## src/hdl/envdf_pkg.sv

```systemverilog
// ----------------------------------------------------------------------------
// envdf_pkg
// Types and constants shared by the envelope deframer modules.
// ----------------------------------------------------------------------------
package envdf_pkg;

    // Header layout
    localparam logic [5:0] HDR_LEN      = 6'd32;
    localparam logic [5:0] HDR_LAST_POS = 6'd31;
    localparam logic [7:0] VERSION      = 8'd1;

    // Magic bytes, in arrival order
    localparam logic [7:0] MAGIC [8] = '{8'h56, 8'h30, 8'h49, 8'h44,
                                         8'h4E, 8'h45, 8'h54, 8'h31};

    // Body byte counter saturates at all ones
    localparam int          BODY_W   = 35;
    localparam logic [34:0] BODY_MAX = '1;

    // Region tags
    localparam logic [2:0] RGN_HEADER  = 3'd0;
    localparam logic [2:0] RGN_PEER    = 3'd1;
    localparam logic [2:0] RGN_JOB     = 3'd2;
    localparam logic [2:0] RGN_PAYLOAD = 3'd3;
    localparam logic [2:0] RGN_EXCESS  = 3'd4;

    // Status codes
    localparam logic [2:0] ST_OK        = 3'd0;
    localparam logic [2:0] ST_SHORT     = 3'd1;
    localparam logic [2:0] ST_BAD_MAGIC = 3'd2;
    localparam logic [2:0] ST_BAD_VER   = 3'd3;
    localparam logic [2:0] ST_BAD_LEN   = 3'd4;

    typedef struct packed {
        logic [7:0] in_byte;
        logic       last_byte;
    } item_t;

    typedef struct packed {
        logic [7:0]  out_byte;
        logic [2:0]  region;
        logic        done_res;
        logic [2:0]  status;
        logic [7:0]  msg_type;
        logic [63:0] epoch;
        logic [31:0] peer_bytes;
        logic [31:0] job_len;
        logic [31:0] payload_bytes;
    } result_t;

endpackage

```

## src/hdl/envdf_parse.sv

```systemverilog
// ----------------------------------------------------------------------------
// envdf_parse
// Per-message parse state: header field capture, body tagging and status.
// Produces the result for the current beat combinationally.
// ----------------------------------------------------------------------------
module envdf_parse
    import envdf_pkg::*;
(
    input  logic    clk,
    input  logic    rst_n,
    input  logic    take,
    input  item_t   beat,
    output result_t res
);

    logic [5:0]        header_pos_reg,    header_pos_next;
    logic [BODY_W-1:0] body_offset_reg,   body_offset_next;
    logic              magic_bad_reg,     magic_bad_next;
    logic              ver_bad_reg,       ver_bad_next;
    logic [7:0]        type_reg,          type_next;
    logic [63:0]       epoch_reg,         epoch_next;
    logic [31:0]       peer_bytes_reg,    peer_bytes_next;
    logic [31:0]       job_len_reg,       job_len_next;
    logic [31:0]       payload_bytes_reg, payload_bytes_next;
    // running sums of the declared lengths
    logic [32:0]       pj_sum_reg,        pj_sum_next;
    logic [33:0]       ps_sum_reg,        ps_sum_next;

    logic       in_hdr;
    logic [2:0] region;
    logic [2:0] status;
    logic       len_bad;

    assign in_hdr = (header_pos_reg != HDR_LEN);

    // Header capture and body tagging
    always_comb
    begin
        header_pos_next    = header_pos_reg;
        body_offset_next   = body_offset_reg;
        magic_bad_next     = magic_bad_reg;
        ver_bad_next       = ver_bad_reg;
        type_next          = type_reg;
        epoch_next         = epoch_reg;
        peer_bytes_next    = peer_bytes_reg;
        job_len_next       = job_len_reg;
        payload_bytes_next = payload_bytes_reg;
        pj_sum_next        = pj_sum_reg;
        ps_sum_next        = ps_sum_reg;
        region             = RGN_HEADER;

        if (in_hdr)
        begin
            header_pos_next = header_pos_reg + 6'd1;
            case (header_pos_reg) inside
                [6'd0:6'd7]:
                begin
                    if (beat.in_byte != MAGIC[header_pos_reg[2:0]])
                        magic_bad_next = 1'b1;
                end
                6'd8:
                begin
                    if (beat.in_byte != VERSION)
                        ver_bad_next = 1'b1;
                end
                6'd9:
                    type_next = beat.in_byte;
                [6'd12:6'd19]:
                    epoch_next = {epoch_reg[55:0], beat.in_byte};
                [6'd20:6'd23]:
                    peer_bytes_next = {peer_bytes_reg[23:0], beat.in_byte};
                [6'd24:6'd27]:
                    job_len_next = {job_len_reg[23:0], beat.in_byte};
                [6'd28:6'd31]:
                    payload_bytes_next = {payload_bytes_reg[23:0], beat.in_byte};
                default:
                    ;
            endcase
            // peer and job are settled from position 28 on
            if (header_pos_reg == 6'd28)
                pj_sum_next = {1'b0, peer_bytes_reg} + {1'b0, job_len_reg};
            // total becomes known with the last header byte
            if (header_pos_reg == HDR_LAST_POS)
                ps_sum_next = {1'b0, pj_sum_reg} + {2'b00, payload_bytes_next};
        end
        else
        begin
            if (body_offset_reg < {3'b000, peer_bytes_reg})
                region = RGN_PEER;
            else if (body_offset_reg < {2'b00, pj_sum_reg})
                region = RGN_JOB;
            else if (body_offset_reg < {1'b0, ps_sum_reg})
                region = RGN_PAYLOAD;
            else
                region = RGN_EXCESS;
            if (body_offset_reg != BODY_MAX)
                body_offset_next = body_offset_reg + 35'd1;
        end
    end

    // Length check: a message that ends on the last header byte has no body
    assign len_bad = in_hdr ? (ps_sum_next != '0)
                            : (body_offset_next != {1'b0, ps_sum_reg});

    // Final status, in order of precedence
    always_comb
    begin
        status = ST_OK;
        if (beat.last_byte)
        begin
            if (in_hdr && (header_pos_reg != HDR_LAST_POS))
                status = ST_SHORT;
            else if (magic_bad_next)
                status = ST_BAD_MAGIC;
            else if (ver_bad_next)
                status = ST_BAD_VER;
            else if (len_bad)
                status = ST_BAD_LEN;
        end
    end

    always_comb
    begin
        res.out_byte      = beat.in_byte;
        res.region        = region;
        res.done_res      = beat.last_byte;
        res.status        = status;
        res.msg_type      = type_next;
        res.epoch         = epoch_next;
        res.peer_bytes    = peer_bytes_next;
        res.job_len       = job_len_next;
        res.payload_bytes = payload_bytes_next;
    end

    // State update; everything clears at end of message
    always_ff @(posedge clk or negedge rst_n)
    begin
        if (!rst_n)
        begin
            header_pos_reg    <= '0;
            body_offset_reg   <= '0;
            magic_bad_reg     <= 1'b0;
            ver_bad_reg       <= 1'b0;
            type_reg          <= '0;
            epoch_reg         <= '0;
            peer_bytes_reg    <= '0;
            job_len_reg       <= '0;
            payload_bytes_reg <= '0;
            pj_sum_reg        <= '0;
            ps_sum_reg        <= '0;
        end
        else if (take)
        begin
            if (beat.last_byte)
            begin
                header_pos_reg    <= '0;
                body_offset_reg   <= '0;
                magic_bad_reg     <= 1'b0;
                ver_bad_reg       <= 1'b0;
                type_reg          <= '0;
                epoch_reg         <= '0;
                peer_bytes_reg    <= '0;
                job_len_reg       <= '0;
                payload_bytes_reg <= '0;
                pj_sum_reg        <= '0;
                ps_sum_reg        <= '0;
            end
            else
            begin
                header_pos_reg    <= header_pos_next;
                body_offset_reg   <= body_offset_next;
                magic_bad_reg     <= magic_bad_next;
                ver_bad_reg       <= ver_bad_next;
                type_reg          <= type_next;
                epoch_reg         <= epoch_next;
                peer_bytes_reg    <= peer_bytes_next;
                job_len_reg       <= job_len_next;
                payload_bytes_reg <= payload_bytes_next;
                pj_sum_reg        <= pj_sum_next;
                ps_sum_reg        <= ps_sum_next;
            end
        end
    end

endmodule

```

## src/hdl/envelope_deframer.sv

```systemverilog
// ----------------------------------------------------------------------------
// envelope_deframer
// Parses a framed message one byte per beat: header fields, body region
// tags and a final status on the last byte.
// ----------------------------------------------------------------------------
//  Channel   Signals                             Dir  Beat
//  item      item_valid, item_ready, item        in   one message byte + last flag
//  result    result_valid, result_ready, result  out  tagged byte + header fields
//
//  One beat per clock sustained while result is not stalled; each result appears
//  in the cycle after its item is taken, from the result register.
//  The parse state updates at the accepting edge; the output register holds
//  one result, and a new item is taken whenever that register is empty or
//  being drained in the same cycle.
//  rst_n clears the parse state and the result valid flag asynchronously.
//  A stall on result holds the result and deasserts item_ready.
// ----------------------------------------------------------------------------
module envelope_deframer
    import envdf_pkg::*;
(
    input  logic    clk,
    input  logic    rst_n,
    input  logic    item_valid,
    output logic    item_ready,
    input  item_t   item,
    output logic    result_valid,
    input  logic    result_ready,
    output result_t result
);

    logic    take;
    result_t res_next;
    logic    valid_reg;
    result_t data_reg;

    assign item_ready = !valid_reg || result_ready;
    assign take       = item_valid && item_ready;

    envdf_parse u_parse
    (
        .clk   (clk),
        .rst_n (rst_n),
        .take  (take),
        .beat  (item),
        .res   (res_next)
    );

    // Result register
    always_ff @(posedge clk or negedge rst_n)
    begin
        if (!rst_n)
            valid_reg <= 1'b0;
        else if (item_ready)
            valid_reg <= item_valid;
    end

    always_ff @(posedge clk)
    begin
        if (take)
            data_reg <= res_next;
    end

    assign result_valid = valid_reg;
    assign result       = data_reg;

    // A taken item always shows up as a result next cycle
    a_take_gives_result : assert property (@(posedge clk) disable iff (!rst_n)
        take |=> result_valid)
        else $error("taken item produced no result");

    // Status is only reported on the closing byte
    a_status_only_at_end : assert property (@(posedge clk) disable iff (!rst_n)
        (result_valid && !result.done_res) |-> (result.status == ST_OK))
        else $error("status set on a non-final byte");

    // A body byte means the header was complete
    a_body_not_short : assert property (@(posedge clk) disable iff (!rst_n)
        (result_valid && (result.region != RGN_HEADER)) |->
            (result.status != ST_SHORT))
        else $error("too-short status on a body byte");

endmodule
```

## config.mk

```make
export PLATFORM = sky130hd
export DESIGN_NAME = envelope_deframer
export DESIGN_NICKNAME = d
export VERILOG_FILES = /design/src/hdl/envdf_pkg.sv /design/src/hdl/envdf_parse.sv /design/src/hdl/envelope_deframer.sv
export SDC_FILE = /design/constraint.sdc
export NUM_CORES = 1
export LEC_CHECK = 0
export ABC_AREA = 1
export BUFFER_PORTS_ARGS = -buffer_cell sky130_fd_sc_hd__buf_2
export CORE_MARGIN = 5
export CORE_UTILIZATION = 39
export CTS_CLUSTER_SIZE = 24
export DETAILED_ROUTE_END_ITERATION = 8
export SLEW_MARGIN = 10
export SYNTH_ARGS = -nofsm -noshare
export SYNTH_HDL_FRONTEND = slang
export SYNTH_SLANG_ARGS = --single-unit
```

## constraint.sdc

```tcl
create_clock -name clk -period 12.2 [get_ports clk]
set_clock_uncertainty 0.05 [all_clocks]
set_input_delay 2.44 -clock clk [delete_from_list [all_inputs] [get_ports clk]]
set_output_delay 2.44 -clock clk [all_outputs]
set_load 0.05 [all_outputs]
```

==> summary.md, run 1 <==
| Metric | Value |
|---|---|
| Outcome | completed |
| Smallest hold slack | 0.436 ns |
| Aggregate negative setup slack | 0 ns |
| Count of TritonRoute iterations in the first routing pass | 6 |
| Yosys cell types | 50 |
| Area inside the core boundary | about 69000 sq um |
| Primary FF master, synth | dfrtp_1 |
| Minimum clock period after layout | roughly 5.4 ns |
| Crit end category | primary output |
| Flip-flop and latch count after synthesis | 462 |
| Area growth syn-to-layout | 14.0% |
| Latest clock arrival within the worst-skew pair | 0.62 ns |
| Total via count in the routed design | approximately 24k |
| Cell Pwr Density | approximately 120 nW/um^2 |
| Number of instances resized during post-cts repair | 0 |
| Die ar. | about 75000 sq um |
| Post-synth EDFFs | 183 |
| Total Routing Usage GR | 0.224 |
| # hold bufs at CTS | 0 |
| Number of buffers created by CTS | 53 |
| Setup slack of the critical path after layout | 6.81 ns |
| Launching element of the worst setup path | result_ready |
| Hold violation total from the final report | 0 |
| Portion of the clock cycle consumed by the worst path in the final layout | 0.442 |
| Worst Setup Slack post-DPL | ~6.6 ns |
| Die width | between 200 and 300 microns |
| Wire length of the first global-routing pass | 131 mm |
| Warnings from Yosys | 0 |
| Congestion Overflow GR | 0 |
| Syn Area/Cell | slightly below 8 sq um |
| Count of unresolved DRC violations after routing | 0 |
| Post-synth ARST share | 0.604 |
| Post-DR wirelength/cell | 18.7 microns |
| Core Rows | 96 |
| Cells after Synth | between 3k and 4k |
| Leakage dissipation | ~16 nW |
| CP Class | input port to primary output |
| Final setup violation count | 0 |
| Max Transition Viols Final | 0 |
| Type of origin of the critical path | input port |
| Critical path fanouts, max | 3 |
| Start of the worst register-to-register path | u_parse.header_pos_reg[2] |
| DRC marker count from the first detailed-route iteration | a little over 2k |
| Worst r2r path cells | 24 |
| TritonCTS clock tree | yes |
| Worst r2r dst | result[170] |
| I/O pin count | between 150 and 200 |
| Max FFs per register | 183 |
| Maximum clock rate | 186 MHz |
| Maximum ir drop on the vdd rail | 100 uV |
| Antenna violations before repair | 9 |
| Last element of the critical path | item_ready |
| Post-CTS setup repair buffer count | 0 |
| Buffers on Ports | 197 |
| Antenna diode instance count | 0 |
| DRT Wirelength | 85.5 mm |
| Post-CTS clock slew at the launch and capture registers of the worst setup and hold paths | about 0.060 ns |
| Post-detailed-placement half-perimeter wirelength | 63.6 mm |
| Number of nets produced by synthesis | 3609 |
| Required arrival time at the worst endpoint | 9.71 ns |
| Total power | just under 0.004 W |
| Antenna-violating nets left | 0 |
| Net count, final | 3774 |
| Reg2reg setup slack | 7.18 ns |
| Post-synthesis sequential area ratio | 0.460 |
| Worst slew margin | 0.155 |
| Max cap viols | 0 |
| Share of post-route cells with drive strength above 1 | 0.0938 |
| Effective utilization at floorplan | 0.394 |
| Maximum clock insertion buffer count | 3 |
| Measured slew at the worst slew-check pin | 1.25 ns |
| Arrival time at the worst endpoint | roughly 2.9 ns |
| Average vias per placed instance | 5.16 |
| Vias in the first global route | 22.4k |
| Hold/Removal Path Class | flip-flop to flip-flop |
| Final estimated routing congestion in global placement | 0.953 |
| Maximum level of the CTS H-tree | 2 |
| Die height | 274 microns |
| Unrepaired setup endpoints after global routing | no |
| Final core area utilization | 0.449 |
| Mapped cell area | 27100 sq um |
| Root buffer cell | clkbuf_16 |
| Sink count of the clock tree | 462 |
| Largest net degree at the start of global routing | 112 |
[cells by family (layout without fill, tap and decap cells)]
group / count (synthesis) / in the layout / share of synthesized area
buffers and inverters: 773 / 983 / 0.108
xor gates and xnor gates: 31 / 31 / 0.0100
and+or+nand+nor: 1299 / 1299 / 0.200
adders and majority gates: 170 / 170 / 0.0790
AOI/OAI and AO/OA: 691 / 691 / 0.143
DFF: 462 / 462 / 0.460
[metrics by stage]
stage                     instance area, sq um  instances
after floorplan                          27100       3426
after global placement                   29000       4467
after detailed placement                 29000       4467
after CTS                                30900       4567
after global routing                     30900       4567
final                                    30900       4567
[Yosys cell counts (3+ instances only)]
cell type  number  area (sq um)
a211oi_1        9          67.6
a21o_1          3          22.5
a21oi_1       127           636
a31oi_1         6          37.5
buf_1           4          15.0
buf_2          12          60.1
clkbuf_1       89           334
dfrtp_1       279          6980
edfxtp_1      183          5500
ha_1          168          2100
inv_1         661          2480
inv_2           4          15.0
nand2_1       829          3110
nand2_2         7          43.8
nand3_1       170           851
nand3_2        10           100
nand3b_1        5          37.5
nand4_1        26           163
nor2_1        200           751
nor2_2          4          25.0
nor3_1         25           125
nor4_1          7          43.8
o211ai_1        6          45.0
o21a_1          7          52.6
o21ai_0       284          1420
o21ai_1         4          20.0
o21bai_1        5          37.5
o221ai_1        5          43.8
o22ai_1       228          1430
or2_2           3          18.8
xnor2_1         4          35.0
xor2_1         27           236
[worst min path at each step]
stage	slack (ns)	depth (start not counted)	start	endpoint
after global routing	0.46	2	u_parse.epoch_reg[62]	u_parse.epoch_reg[62]
final	0.44	2	u_parse.epoch_reg[63]	u_parse.epoch_reg[63]
after global placement	0.41	2	u_parse.epoch_reg[63]	u_parse.epoch_reg[63]
after floorplan	0.40	2	u_parse.epoch_reg[56]	u_parse.epoch_reg[56]
after CTS	0.44	2	u_parse.epoch_reg[63]	u_parse.epoch_reg[63]
after detailed placement	0.42	2	u_parse.epoch_reg[63]	u_parse.epoch_reg[63]
[per-layer routing]
layer  up-vias  global-route usage  wire, microns
met5         -                   0             30
met4         4              0.0654           2530
met3       126              0.0479           6120
met2       686               0.351          38000
met1     11090               0.314          38800
li1      11665                   -              -
[power by group]
part | switching [W] | internal [W] | leakage [nW]
sequential | 0.0000320 | 0.00169 | 5.71
combinational | 0.000331 | 0.0000828 | 9.51
clock | 0.000692 | 0.00102 | 0.902
total | 0.00106 | 0.00279 | 16.1
[worst max-delay path, cell delays in order]
cell,delay [ns]
buf_2,0.08
inv_1,0.03
nand2_1,0.08
buf_2,0.27
[final cells by class]
class,count,area (sq um)
Timing Repair Buffer,217,1150
Clock inverter,25,352
Clock buffer,75,1520
Inverter,666,2510
Tap cell,931,1160
Sequential cell,462,12500
Multi-Input combinational cell,2191,11700
Fill cell,7098,37800
[cell usage in the layout (no fill, tap or decap), types with 4 or more instances in the layout]
master,instances
a211oi_1,9
a21oi_1,127
a31oi_1,6
buf_2,196
buf_4,20
bufinv_16,7
clkbuf_1,13
clkbuf_16,55
clkbuf_8,7
clkinv_2,6
clkinvlp_4,4
dfrtp_1,279
edfxtp_1,183
ha_1,168
inv_1,660
nand2_1,829
nand2_2,7
nand3_1,169
nand3_2,11
nand3b_1,5
nand4_1,26
nor2_1,200
nor2_2,4
nor3_1,25
nor4_1,7
o211ai_1,6
o21a_1,7
o21ai_0,284
o21ai_1,4
o21bai_1,5
o221ai_1,5
o22ai_1,227
xnor2_1,4
xor2_1,27
Note: power is estimated with default switching activity, not from simulation.
==> inputs of run 2 (changes only) <==
==> constraint.sdc (replaced) <==
create_clock -name clk -period 5.4 [get_ports clk]
set_clock_uncertainty 0.05 [all_clocks]
set_input_delay 1.08 -clock clk [delete_from_list [all_inputs] [get_ports clk]]
set_output_delay 1.08 -clock clk [all_outputs]
set_load 0.05 [all_outputs]
==> run 2 against run 1 <==
Total power grew 130%. Count of clock-buffer cells in the layout down 6. Core utilization is 0.32 points higher. Hold slack worse by 0.065 ns. Largest power group is now clock.
==> summary.md, run 2 (same netlist as run 1, synthesis figures left out) <==
| Metric | Value |
|---|---|
| I/O pin count | 198 (unchanged) |
| Area growth syn-to-layout | 14.8% |
| Commonest cells after routing, fill and taps aside | 829 x nand2_1, 660 x inv_1, 284 x o21ai_0 |
| Root buffer cell | clkbuf_16 |
| DRT Wirelength | 87.8 mm (+2.7%) |
| Die ar. | 74900 sq um (unchanged) |
| Vias in the first global route | 22.8k (+2.0%) |
| Layer with the highest usage | met2 |
| Count of TritonRoute iterations in the first routing pass | 6 (unchanged) |
| Met2 track utilization from global routing | 0.350 (-0.00132) |
| Number of buffers created by CTS | 53 (unchanged) |
| Hold/Removal Path Class | input port to async pin |
| Required arrival time at the worst endpoint | 5.69 ns (-4.02 ns) |
| Worst slew margin | 0.375 (+0.219) |
| DRC marker count from the first detailed-route iteration | 2390 (+17%) |
| Type of origin of the critical path | flip-flop |
| Share of post-route cells with drive strength above 1 | 0.0971 (+0.00331) |
| Largest net degree at the start of global routing | 162 (+45%) |
| Final setup violation count | 0 (unchanged) |
| Total Routing Usage GR | 0.230 (+0.00591) |
| Area of combinational cells with multiple inputs | 11700 sq um (unchanged) |
| Leading cell type in the layout, fill and taps excluded | nand2_1 |
| Maximum level of the CTS H-tree | 2 (unchanged) |
| Number of instances resized during post-cts repair | 0 (unchanged) |
| Smallest hold slack | 0.371 ns (-0.0651 ns) |
| Maximum clock insertion buffer count | 3 (unchanged) |
| Max cap viols | 0 (unchanged) |
| Met3 Resource Use GR | 0.0511 (+0.00324) |
| Congestion Overflow GR | 0 (unchanged) |
| Antenna violations before repair | 7 (-2) |
| Portion of the clock cycle consumed by the worst path in the final layout | 0.840 |
| Crit end category | flip-flop |
| Arrival time at the worst endpoint | 4.83 ns (+1.93 ns) |
| Minimum clock period after layout | 4.54 ns |
| Worst r2r path cells | 21 (-13%) |
| Net count, final | 3784 (+0.26%) |
| Start of the worst register-to-register path | u_parse.header_pos_reg[2] |
| Cell Pwr Density | 284 nW/um^2 (+130%) |
| Maximum ir drop on the vdd rail | 307 uV (+210%) |
| Critical path fanouts, max | 47 (+44) |
| Post-DR wirelength/cell | 19.2 microns (+2.5%) |
| Die height | 274 microns (unchanged) |
| Maximum clock rate | roughly 220 MHz |
| Area taken by flip-flops and latches | 12500 sq um (unchanged) |
| Filler Cell Count | 6964 (-1.9%) |
| Leakage dissipation | 16.2 nW (+0.61%) |
| Post-CTS clock slew at the launch and capture registers of the worst setup and hold paths | 0.06 ns (about the same) |
| Count of unresolved DRC violations after routing | 0 (unchanged) |
| Unrepaired setup endpoints after global routing | no |
| Max FFs per register | 183 (unchanged) |
| Post-detailed-placement half-perimeter wirelength | 65.6 mm (+3.2%) |
| Buffers on Ports | 197 (unchanged) |
| CP Class | flip-flop to flip-flop |
| TritonCTS clock tree | yes |
| Die width | 274 microns (unchanged) |
| Outcome | completed |
| Antenna-violating nets left | 0 (unchanged) |
| Met1 Track Usage GR | 0.328 (+0.0138) |
| Wire length of the first global-routing pass | 135 mm (+2.7%) |
| Antenna diode instance count | 0 (unchanged) |
| Measured slew at the worst slew-check pin | 0.938 ns (-0.316 ns) |
| Worst r2r dst | result[170] |
| Final estimated routing congestion in global placement | 0.935 (-1.9%) |
| Reg2reg setup slack | 0.86 ns (-6.32 ns) |
| Aggregate negative setup slack | 0 ns (unchanged) |
| Latest clock arrival within the worst-skew pair | 0.64 ns (+0.02 ns) |
| Area inside the core boundary | 68700 sq um (unchanged) |
| Effective utilization at floorplan | 0.394 (unchanged) |
| Max Transition Viols Final | 0 (unchanged) |
| # hold bufs at CTS | 0 (unchanged) |
| Post-CTS setup repair buffer count | 0 (unchanged) |
| Core Rows | 96 (unchanged) |
| Sink count of the clock tree | 462 (unchanged) |
| Final core area utilization | 0.453 (+0.00324) |
| Total via count in the routed design | 23.8k (+1.0%) |
| Average vias per placed instance | 5.20 (+0.81%) |
| Hold violation total from the final report | 0 (unchanged) |
==> run 2: critical path, cell delays in order, from the launching register on <==
cell      delay (ns)
dfrtp_1         0.55
nand2_1         0.17
nor2_1          0.18
clkinv_1        0.23
buf_4           0.34
o21ai_0         0.38
inv_1           0.19
ha_1            0.42
nand2_1         0.12
nor2_1          0.28
and3_1          0.21
nand2_1         0.06
nand2_1         0.18
nand3_1         0.14
nand2_1         0.09
nand2_1         0.04
nand3_1         0.06
nand2_1         0.09
nor3_1          0.23
nand3_1         0.10
nand2_1         0.06
nor2_1          0.04
==> run 2: routing by layer <==
metal  up-vias  routed length, microns
li1      11661                       -
met2       791                   38200
met5         -                      41
met4         6                    2900
met1     11232                   40100
met3       124                    6550
==> run 2: power by group <==
part           switching, W  leakage, nW  internal [W]
logic              0.000753         9.59      0.000195
registers         0.0000710         5.71       0.00382
clock network       0.00159        0.927       0.00240
==> run 2: cell type report <==
| type | instances | area share |
|---|---|---|
| Tap cell | 931 | 0.0374 |
| Multi-Input combinational cell | 2191 | 0.376 |
| Inverter | 666 | 0.0808 |
| Sequential cell | 462 | 0.401 |
| Clock buffer | 69 | 0.0478 |
| Timing Repair Buffer | 227 | 0.0417 |
| Clock inverter | 31 | 0.0147 |
==> run 2: worst max path at each step <==
stage	start	endpoint	slack [ns]	cells after the start
finish	u_parse.header_pos_reg[2]	result[170]	0.86	21
global route	u_parse.header_pos_reg[2]	result[170]	0.47	24
CTS	u_parse.header_pos_reg[2]	result[170]	0.99	24
detailed placement	u_parse.header_pos_reg[2]	result[170]	1.05	24
global placement	u_parse.header_pos_reg[2]	result[170]	1.05	24
floorplan	result_ready	result[0]	0.64	5
==> run 2: stage by stage <==
step / cell area [sq um] / power (W) / instances / setup WS (ns)
3_5_place_dp: 29200 / 0.00491 / 4477 / 1.05
2_1_floorplan: 27100 / 0.00461 / 3426 / 0.638
6_report: 31100 / 0.00882 / 4577 / 0.864
4_1_cts: 31100 / 0.00891 / 4577 / 0.986
3_3_place_gp: 29200 / 0.00491 / 4477 / 1.05
5_1_grt: 31100 / 0.00914 / 4577 / 0.471
==> inputs of run 3 (changes only) <==
==> constraint.sdc (replaced) <==
create_clock -name clk -period 3.8 [get_ports clk]
set_clock_uncertainty 0.05 [all_clocks]
set_input_delay 0.76 -clock clk [delete_from_list [all_inputs] [get_ports clk]]
set_output_delay 0.76 -clock clk [all_outputs]
set_load 0.05 [all_outputs]
==> run 3 against run 2 <==
Cell count increased by 2.5%. Sequential share of layout area decreased by 1.1 points. Clock power is 31% higher. Critical endpoint unchanged. Largest power group is now registers.
==> summary.md, run 3 (same netlist as run 1, synthesis figures left out) <==
| Metric | Value |
|---|---|
| Outcome | completed |
| Required arrival time at the worst endpoint | 4.10 ns (-1.59 ns) |
| Portion of the clock cycle consumed by the worst path in the final layout | 0.947 (+0.107) |
| Average vias per placed instance | 5.16 (-0.82%) |
| Leakage dissipation | 16.8 nW (+3.3%) |
| I/O pin count | 198 (unchanged) |
| Sink count of the clock tree | 462 (unchanged) |
| CP Class | flip-flop to flip-flop |
| Start of the worst register-to-register path | u_parse.header_pos_reg[5] |
| Worst r2r dst | result[170] |
| Total via count in the routed design | 24.2k (+1.6%) |
| # hold bufs at CTS | 0 (unchanged) |
| Root buffer cell | clkbuf_16 |
| Count of unresolved DRC violations after routing | 0 (unchanged) |
| Minimum clock period after layout | 3.60 ns (-0.939 ns) |
| Die height | 274 microns (unchanged) |
| Maximum clock insertion buffer count | 3 (unchanged) |
| Hold violation total from the final report | 0 (unchanged) |
| Maximum level of the CTS H-tree | 2 (unchanged) |
| Unrepaired setup endpoints after global routing | no |
| Measured slew at the worst slew-check pin | 1.11 ns (+0.173 ns) |
| Post-CTS setup repair buffer count | 0 (unchanged) |
| Core Rows | 96 (unchanged) |
| Aggregate negative setup slack | 0 ns (unchanged) |
| Cell Pwr Density | 379 nW/um^2 (+34%) |
| Smallest hold slack | 0.0965 ns (-0.274 ns) |
| Vias in the first global route | 23.1k (+1.4%) |
| Filler Cell Count | 6956 (-0.11%) |
| Count of TritonRoute iterations in the first routing pass | 5 (-1) |
| CP max stage cell | dfrtp_1 |
| Commonest cells after routing, fill and taps aside | 824 x nand2_1, 660 x inv_1, 279 x dfrtp_1 |
| Antenna-violating nets left | 0 (unchanged) |
| DRT Wirelength | 88.6 mm (+0.90%) |
| Worst Setup Slack post-DPL | -0.00195 ns (-1.05 ns) |
| Wire length of the first global-routing pass | 136 mm (+0.94%) |
| Maximum clock rate | 278 MHz (+26%) |
| DRC marker count from the first detailed-route iteration | 2234 (-6.5%) |
| Worst r2r path cells | 24 (+14%) |
| Area taken by flip-flops and latches | 12500 sq um (unchanged) |
| Post-DR wirelength/cell | 18.9 microns (-1.5%) |
| Antenna violations before repair | 4 (-3) |
| Congestion Overflow GR | 0 (unchanged) |
| Net count, final | 3897 (+3.0%) |
| Max cap viols | 0 (unchanged) |
| Final estimated routing congestion in global placement | 0.936 (+0.11%) |
| Reg2reg setup slack | 0.20 ns (-0.66 ns) |
| Largest net degree at the start of global routing | 147 (-9.3%) |
| Setup slack of the critical path after layout | 0.203 ns (-0.661 ns) |
| Leading cell type in the layout, fill and taps excluded | nand2_1 |
| Total Routing Usage GR | 0.232 (+0.00233) |
| Area growth syn-to-layout | 18.1% |
| Maximum ir drop on the vdd rail | 418 uV (+36%) |
| TritonCTS clock tree | yes |
| Area inside the core boundary | 68700 sq um (unchanged) |
| Area of combinational cells with multiple inputs | 11800 sq um (+1.2%) |
| Arrival time at the worst endpoint | 3.89 ns (-0.94 ns) |
| Max Transition Viols Final | 0 (unchanged) |
| Effective utilization at floorplan | 0.394 (unchanged) |
| Number of instances resized during post-cts repair | 3 (+3) |
| Buffers on Ports | 197 (unchanged) |
| Worst slew margin | 0.258 (-0.116) |
| Latest clock arrival within the worst-skew pair | 0.62 ns (-0.02 ns) |
| Number of buffers created by CTS | 53 (unchanged) |
| Most prevalent standard cell on the critical path | nand2_1 |
| Type of origin of the critical path | flip-flop |
| Max FFs per register | 183 (unchanged) |
| Crit path largest cell delay | 0.35 ns (-0.20 ns) |
| Die width | 274 microns (unchanged) |
| Crit end category | flip-flop |
| Share of post-route cells with drive strength above 1 | 0.134 (+0.0368) |
| Final setup violation count | 0 (unchanged) |
| Critical path fanouts, max | 32 (-32%) |
| Post-detailed-placement half-perimeter wirelength | 67.1 mm (+2.3%) |
| Hold/Removal Path Class | input port to async pin |
| Post-CTS clock slew at the launch and capture registers of the worst setup and hold paths | 0.06 ns (about the same) |
| Cell-by-cell trace of the critical path | inv_1, nand2_1, nor2_2, inv_2, buf_12, buf_12, nand2_1, o21ai_1, inv_1, ha_1, nand2_1, nor2_1, nand2_1, nor2_1, nand2_1, nand3_1, nand2_1, nand2_1, xor2_1, o21ai_1, nor2_1, nand3_1, nand2_1, nor2_1 |
| Die ar. | 74900 sq um (unchanged) |
-- run 3: layer usage --
metal / up-vias / routed length [microns] / GRT usage / part of all wire
met1: 11390 / 40600 / 0.331 / 0.46
met3: 132 / 6490 / 0.0498 / 0.073
met2: 806 / 38500 / 0.356 / 0.43
met4: 6 / 2940 / 0.0709 / 0.033
li1: 11868 / - / - / -
met5: - / 39 / 0 / 0.00044
-- run 3: worst max path at each step --
stage / startpoint / end / cells past startpoint
floorplan: result_ready / result[0] / 5
global placement: u_parse.header_pos_reg[5] / result[170] / 23
detailed placement: u_parse.header_pos_reg[5] / result[170] / 23
CTS: u_parse.header_pos_reg[5] / result[170] / 23
global route: u_parse.header_pos_reg[3] / result[170] / 25
finish: u_parse.header_pos_reg[5] / result[170] / 24
-- run 3: final cells by class --
class,count,share of cell area
tap,931,0.0364
clock buffer,66,0.0452
antenna,1,0.0000782
clock inverter,33,0.0105
timing repair buffer,340,0.0694
multi-input combinational,2191,0.370
sequential,462,0.390
inverter,666,0.0785
-- run 3: power breakdown --
part           total (W)  internal (W)  switching [W]
clock            0.00523       0.00300        0.00224
sequential       0.00551       0.00542      0.0000848
combinational    0.00140      0.000301        0.00110
-- run 3: stage by stage --
step / util / instance area, sq um / std cells / power [W]
after floorplan: - / 27100 / 3426 / 0.00654
after global placement: 0.438 / 30100 / 4590 / 0.00700
after detailed placement: 0.438 / 30100 / 4590 / 0.00701
after CTS: 0.464 / 31900 / 4689 / 0.0123
after global routing: 0.466 / 32000 / 4689 / 0.0126
final: 0.466 / 32000 / 4690 / 0.0121
-- run 3: critical path, delay by kind of cell, from the launching register on --
family,cells,cell delay [ns]
fa+ha+maj,1,0.34
buf+inv,5,0.59
flops,1,0.35
xor+xnor,1,0.18
simple gates,15,1.54
compound gates,2,0.27
